`src/las_pkg.sv`:
```
// ============================================================================
// las_pkg
// Shared types and constants for the local alignment score block.
// ============================================================================
`default_nettype none

package las_pkg;

  localparam int MAX_QUERY   = 256;
  localparam int MAX_SUBJECT = 65536;

  localparam int SYM_W   = 8;
  localparam int QIDX_W  = $clog2(MAX_QUERY);
  localparam int LEN_W   = $clog2(MAX_QUERY + 1);
  localparam int COL_W   = $clog2(MAX_SUBJECT + 1);
  localparam int SCORE_W = 15;
  localparam int CALC_W  = SCORE_W + 2;
  localparam int MR_W    = 7;
  localparam int PEN_W   = 8;
  localparam int CIDX_W  = 2;
  localparam int CDATA_W = 8;

  localparam logic signed [CALC_W-1:0] SCORE_TOP = CALC_W'((1 << SCORE_W) - 1);

  // configuration register indexes
  localparam logic [CIDX_W-1:0] REG_MATCH    = 2'd0;
  localparam logic [CIDX_W-1:0] REG_MISMATCH = 2'd1;
  localparam logic [CIDX_W-1:0] REG_GAP      = 2'd2;

  // operation codes
  localparam logic OP_QUERY   = 1'b0;
  localparam logic OP_SUBJECT = 1'b1;

  localparam logic [MR_W-1:0]         MATCH_RST    = 7'd5;
  localparam logic signed [PEN_W-1:0] MISMATCH_RST = -8'sd3;
  localparam logic signed [PEN_W-1:0] GAP_RST      = -8'sd7;

  typedef struct packed {
    logic [MR_W-1:0]         match_reward;
    logic signed [PEN_W-1:0] mismatch_penalty;
    logic signed [PEN_W-1:0] gap_penalty;
  } cfg_t;

  // one subject symbol moving down the row of cells
  typedef struct packed {
    logic             valid;
    logic             compute;
    logic             first;
    logic             last;
    logic [SYM_W-1:0] sym;
    logic [COL_W-1:0] col;
  } token_t;

  // best score seen so far along the row
  typedef struct packed {
    logic [SCORE_W-1:0] score;
    logic [LEN_W-1:0]   row;
    logic [COL_W-1:0]   col;
  } best_t;

endpackage

`default_nettype wire

```
`src/las_cell.sv`:
```
// ============================================================================
// las_cell
// One query row of the score matrix: computes one cell per subject symbol.
// ============================================================================
`default_nettype none

module las_cell (
  input  wire logic                          clk,
  input  wire logic                          rst_n,
  input  wire las_pkg::cfg_t                 cfg,
  input  wire logic [las_pkg::LEN_W-1:0]     row,
  input  wire logic                          active,
  input  wire logic                          q_we,
  input  wire logic [las_pkg::SYM_W-1:0]     q_sym,
  input  wire las_pkg::token_t               tok_in,
  input  wire logic [las_pkg::SCORE_W-1:0]   up_in,
  input  wire las_pkg::best_t                carry_in,
  output las_pkg::token_t                    tok_out,
  output logic [las_pkg::SCORE_W-1:0]        h_out,
  output las_pkg::best_t                     carry_out
);

  localparam int PAD_W = las_pkg::CALC_W - las_pkg::SCORE_W;

  logic [las_pkg::SYM_W-1:0]   q_r;
  logic [las_pkg::SCORE_W-1:0] left_r;
  logic [las_pkg::SCORE_W-1:0] diag_r;
  logic [las_pkg::SCORE_W-1:0] best_r;
  logic [las_pkg::COL_W-1:0]   best_col_r;
  las_pkg::token_t             tok_r;
  logic [las_pkg::SCORE_W-1:0] h_r;
  las_pkg::best_t              carry_r;

  logic                              do_calc;
  logic signed [las_pkg::CALC_W-1:0] diag_s, left_s, up_s, step_s, gap_s;
  logic signed [las_pkg::CALC_W-1:0] d_s, u_s, l_s, h_s;
  logic [las_pkg::SCORE_W-1:0]       h_nxt;
  logic [las_pkg::SCORE_W-1:0]       base_score;
  logic [las_pkg::COL_W-1:0]         base_col;
  logic [las_pkg::SCORE_W-1:0]       best_nxt;
  logic [las_pkg::COL_W-1:0]         best_col_nxt;
  las_pkg::best_t                    carry_nxt;

  assign do_calc = tok_in.valid && tok_in.compute && active;

  always_comb begin
    // first column of a subject sees zero on the left and diagonal
    diag_s = tok_in.first ? '0 : {{PAD_W{1'b0}}, diag_r};
    left_s = tok_in.first ? '0 : {{PAD_W{1'b0}}, left_r};
    up_s   = {{PAD_W{1'b0}}, up_in};
    gap_s  = {{(las_pkg::CALC_W - las_pkg::PEN_W){cfg.gap_penalty[las_pkg::PEN_W-1]}},
              cfg.gap_penalty};
    if (q_r == tok_in.sym) begin
      step_s = {{(las_pkg::CALC_W - las_pkg::MR_W){1'b0}}, cfg.match_reward};
    end else begin
      step_s = {{(las_pkg::CALC_W - las_pkg::PEN_W){cfg.mismatch_penalty[las_pkg::PEN_W-1]}},
                cfg.mismatch_penalty};
    end
    d_s = diag_s + step_s;
    u_s = up_s + gap_s;
    l_s = left_s + gap_s;
    h_s = '0;
    if (d_s > h_s) begin
      h_s = d_s;
    end
    if (u_s > h_s) begin
      h_s = u_s;
    end
    if (l_s > h_s) begin
      h_s = l_s;
    end
    if (h_s > las_pkg::SCORE_TOP) begin
      h_s = las_pkg::SCORE_TOP;
    end
    h_nxt = h_s[las_pkg::SCORE_W-1:0];

    base_score = tok_in.first ? '0 : best_r;
    base_col   = tok_in.first ? '0 : best_col_r;
    if (do_calc && (h_nxt > base_score)) begin
      best_nxt     = h_nxt;
      best_col_nxt = tok_in.col;
    end else begin
      best_nxt     = base_score;
      best_col_nxt = base_col;
    end

    // an earlier row wins a tie, so the incoming value is kept on equal scores
    if (active && (best_nxt > carry_in.score)) begin
      carry_nxt.score = best_nxt;
      carry_nxt.row   = row;
      carry_nxt.col   = best_col_nxt;
    end else begin
      carry_nxt = carry_in;
    end
  end

  always_ff @(posedge clk) begin
    if (!rst_n) begin
      tok_r <= '0;
    end else begin
      tok_r <= tok_in;
    end
  end

  always_ff @(posedge clk) begin
    if (q_we) begin
      q_r <= q_sym;
    end
    if (do_calc) begin
      diag_r     <= up_in;
      left_r     <= h_nxt;
      best_r     <= best_nxt;
      best_col_r <= best_col_nxt;
    end
    h_r     <= h_nxt;
    carry_r <= carry_nxt;
  end

  assign tok_out   = tok_r;
  assign h_out     = h_r;
  assign carry_out = carry_r;

endmodule

`default_nettype wire

```
`config.mk`:
```
export PLATFORM = sky130hd
export DESIGN_NAME = las_cell
export DESIGN_NICKNAME = d
export VERILOG_FILES = /design/src/las_pkg.sv /design/src/las_cell.sv
export SDC_FILE = /design/constraint.sdc
export NUM_CORES = 1
export LEC_CHECK = 0
export BUFFER_PORTS_ARGS = -buffer_cell sky130_fd_sc_hd__buf_2
export CORE_UTILIZATION = 50
export CTS_BUF_LIST = sky130_fd_sc_hd__clkbuf_8
export DETAILED_ROUTE_END_ITERATION = 6
export GPL_TIMING_DRIVEN = 0
export PLACE_DENSITY = 0.74
export SYNTH_ARGS = -nofsm -noshare
export SYNTH_HDL_FRONTEND = slang
export SYNTH_SLANG_ARGS = --single-unit
```
`constraint.sdc`:
```
create_clock -name clk -period 20.2 [get_ports clk]
set_input_delay 3.03 -clock clk [delete_from_list [all_inputs] [get_ports clk]]
set_output_delay 3.03 -clock clk [all_outputs]
set_load 0.02 [all_outputs]
```
==> results.yml <==
setup_path:
  timing.rr.end: "carry_out[25]"
  critical_path_arrival_ps: 18610
  worst_r2r_path_depth: 59
  startpoint_type: "input port"
  rr_startpoint: "q_r[2]"
  critPathKind: "in2reg"
  slowest_delay_ps: 700
  r2r_setup_slack_ps: 4780
  worstSetupEndpointType: "flop"
  worstSetupStartpoint: "tok_in[26]"
  critical_path_required_ps: 20550
  path_max_fanout: 10
  endpoint: "carry_out[25]"
  slowest_stage: "clkbuf_1"
synthesis:
  synth_xor_area_share_pct: 3.68
  syn_avg_cell_area_sq_um: 9.35
  synth_compound_area_share_pct: 22.2
  ys_types: 84
  synthSimpleGateAreaFrac_pct: 18.9
  synth_flop_cell: "dfxtp_1"
  seq_area_frac_synth_pct: 36.7
  synth_fa_ha_area_share_pct: 12.9
  synthCells: 1109
  synthesis.area_sq_um: 10400
  synth-seq-cells: 155
  async_reset_ff_share_pct: 0
  yosysWarnings: 0
  synthMuxAreaShare_pct: 2.03
  synth_edf_count: 70
  syn_nets: 1342
  synth_top_family_by_area: "compound AO/OA/AOI/OAI gates"
place:
  place_hpwl_mm: 23.1
  gp_congestion: 0.912
  dp_cells: 1591
  io_buffer_count: 211
global_routing:
  grtUsageTotal_pct: 28.2
  grt_pass1_vias: 9357
  grt_first_pass_wirelength_mm: 47.4
  antenna_found_initial: 0
  grt.overflow.total: 0
  grt_max_degree: 37
route:
  wirelength_mm: 30.1
  via_per_inst: 5.96
  vias: 9667
  ant_nets: 0
  drt_iter0_drc: 668
  wl_per_cell_um: 18.5
  firstDrtPassIters: 7
  post-route-drc-count: 0
layout:
  final_nets: 1573
  syn_to_final_growth_pct: 17.7
  fin_cells: 1623
  antennaDiodeCount: 0
  layout-drive-gt1-share_pct: 22.4
  fillers: 1832
status:
  status: "finished, final reports clean"
clock_network:
  clock-root-buffer: "clkbuf_8"
  postCtsSetupBuffers: 0
  postCtsHoldBufs: 0
  cts_tree: "yes"
  clock-sinks: 155
  htree_levels: 4
  ctsLongestPathBuffers: 2
  clkLatencyLatePin_ps: 470
  post_cts_resized: 0
  numCtsBuffers: 17
  clkSlewWorstSetupHoldPaths_ps: 110
sta:
  skew_ps: 19.3
  tightest_slew_ps: 903
  rsz0062_at_grt: "no"
  setup_viol: 0
  finalCritPeriodShare_pct: 90.4
  min_period_ps: 18250
  hold_violations: 0
  max_slew_margin_pct: 39.7
  setup_tns_ps: 0
  fmax_mhz: 54.8
  final_max_slew_viol_count: 0
floorplan:
  coreArea_sq_um: 20300
  fp.dieH_um: 146
  die_x_um: 146
  pin_count: 214
  die_area_sq_um: 21300
  rows: 52
  start_util_pct: 51.1
power:
  ir_worst_vdd_uv: 70.3
  p_leak_nw: 5.31
  powerDensity_nw_per_um2: 98.8
min_path:
  hold_class: "reg2reg"
job:
  max_cap_violations: 0
[routing by layer]
layer | vias to the layer above | wire length (um) | global-route usage [%] | share of wire [%]
met2 | 429 | 13900 | 46.7 | 46
met1 | 4534 | 12900 | 36.4 | 43
li1 | 4634 | - | - | -
met5 | - | 0 | 0 | 0
met3 | 70 | 2130 | 4.64 | 7.1
met4 | 0 | 1130 | 12.5 | 3.7
[cells in the mapped netlist (8+ instances only)]
master,instances,area (sq um)
o21bai_1,9,67.6
nor3_1,48,240
edfxtp_1,70,2100
o21a_1,32,240
nand3_1,46,230
inv_1,43,161
o21ai_0,35,175
a21o_1,30,225
nand2b_1,13,81.3
nand2_1,92,345
nor2_1,55,206
nor4_1,11,68.8
nand4_1,14,87.6
o211ai_1,30,225
a211o_1,8,70.1
a21oi_1,56,280
o31ai_1,8,60.1
mux2_2,16,180
clkbuf_1,29,109
a31oi_1,32,200
a211oi_1,10,75.1
ha_1,101,1260
dfxtp_1,85,1700
nor2b_1,37,231
xnor2_1,35,307
and2_1,39,244
[metrics by stage]
stage               setup WS [ps]  util, %  hold WS [ps]  instance area (sq um)  total power [mW]
finish                       1950     60.1           611                  12200              1.21
global route                  948     60.1           641                  12200              1.28
CTS                          2110     60.1           610                  12200              1.20
detailed placement           1640     58.0           589                  11800             0.948
global placement             1830     57.9           581                  11800             0.941
floorplan                    4880        -           555                  10400             0.782
[state kept, by name, indices dropped and copies added, names as in the netlist]
| name | flops |
|---|---|
| h_out | 15 |
| tok_out | 29 |
| left_r | 15 |
| carry_out | 41 |
| diag_r | 15 |
| best_col_r | 17 |
| best_r | 15 |
| q_r | 8 |
[cell usage in the layout (no fill, tap or decap), types with 6 or more instances in the layout]
| master | Yosys | layout |
|---|---|---|
| clkbuf_1 | 29 | 29 |
| clkbuf_8 | 0 | 17 |
| xor2_1 | 6 | 6 |
| o31a_1 | 6 | 6 |
| nand2_1 | 92 | 92 |
| o31ai_1 | 8 | 8 |
| nand3_1 | 46 | 46 |
| dfxtp_1 | 85 | 85 |
| nor2_1 | 55 | 55 |
| a21oi_1 | 56 | 56 |
| o21bai_1 | 9 | 9 |
| edfxtp_1 | 70 | 70 |
| a211o_1 | 8 | 8 |
| nor4_1 | 11 | 11 |
| a21o_1 | 30 | 30 |
| nand4_1 | 14 | 14 |
| a31oi_1 | 32 | 32 |
| xnor2_1 | 35 | 35 |
| o21ai_0 | 35 | 35 |
| and2_1 | 39 | 39 |
| nor3_1 | 48 | 48 |
| o211ai_1 | 30 | 30 |
| ha_1 | 101 | 101 |
| nand2b_1 | 13 | 13 |
| mux2_2 | 16 | 16 |
| nor2b_1 | 37 | 37 |
| o21a_1 | 32 | 32 |
| a211oi_1 | 10 | 10 |
| and3_1 | 6 | 6 |
| inv_1 | 43 | 42 |
| buf_2 | 5 | 216 |
[worst min-delay path by stage]
stage | from | to | slack [ps] | cells after the start
after detailed placement | best_col_r[4] | best_col_r[4] | 590 | 2
final | best_col_r[15] | carry_out[15] | 610 | 2
after CTS | best_col_r[15] | carry_out[15] | 610 | 2
after floorplan | best_col_r[16] | best_col_r[16] | 560 | 2
after global placement | best_col_r[1] | best_col_r[1] | 580 | 2
after global routing | best_col_r[15] | carry_out[15] | 640 | 2
[layout make-up]
type / count / area [sq um] / share of cell area [%]
buffer: 42 / 213 / 1.74
clock buffer: 17 / 234 / 1.92
clock inverter: 15 / 188 / 1.54
inverter: 45 / 169 / 1.38
multi-input combinational: 867 / 6180 / 50.7
sequential: 155 / 3800 / 31.2
tap: 270 / 338 / 2.77
timing repair buffer: 212 / 1080 / 8.82
[logic make-up (layout without fill, tap and decap cells)]
family,after synthesis,count (layout)
AOI/OAI and AO/OA,316,316
xor gates and xnor gates,42,42
adders and majority gates,105,105
buffers and inverters,87,331
DFF,155,155
muxes,19,19
other,1,1
and+or+nand+nor,384,384
[power breakdown]
part / switching [mW] / internal (mW) / total [mW]
clock: 0.156 / 0.0970 / 0.253
combinational: 0.356 / 0.205 / 0.561
sequential: 0.0106 / 0.381 / 0.392
total: 0.523 / 0.683 / 1.21
[worst max-delay path: cells and delay by family]
kind | cells | cell delay [ps]
adders and majority gates | 5 | 1450
buffers and inverters | 11 | 4080
and+or+nand+nor | 17 | 3420
muxes | 1 | 400
xor gates and xnor gates | 1 | 410
AOI/OAI and AO/OA | 25 | 5810
Power figures use the tool's default switching activity.
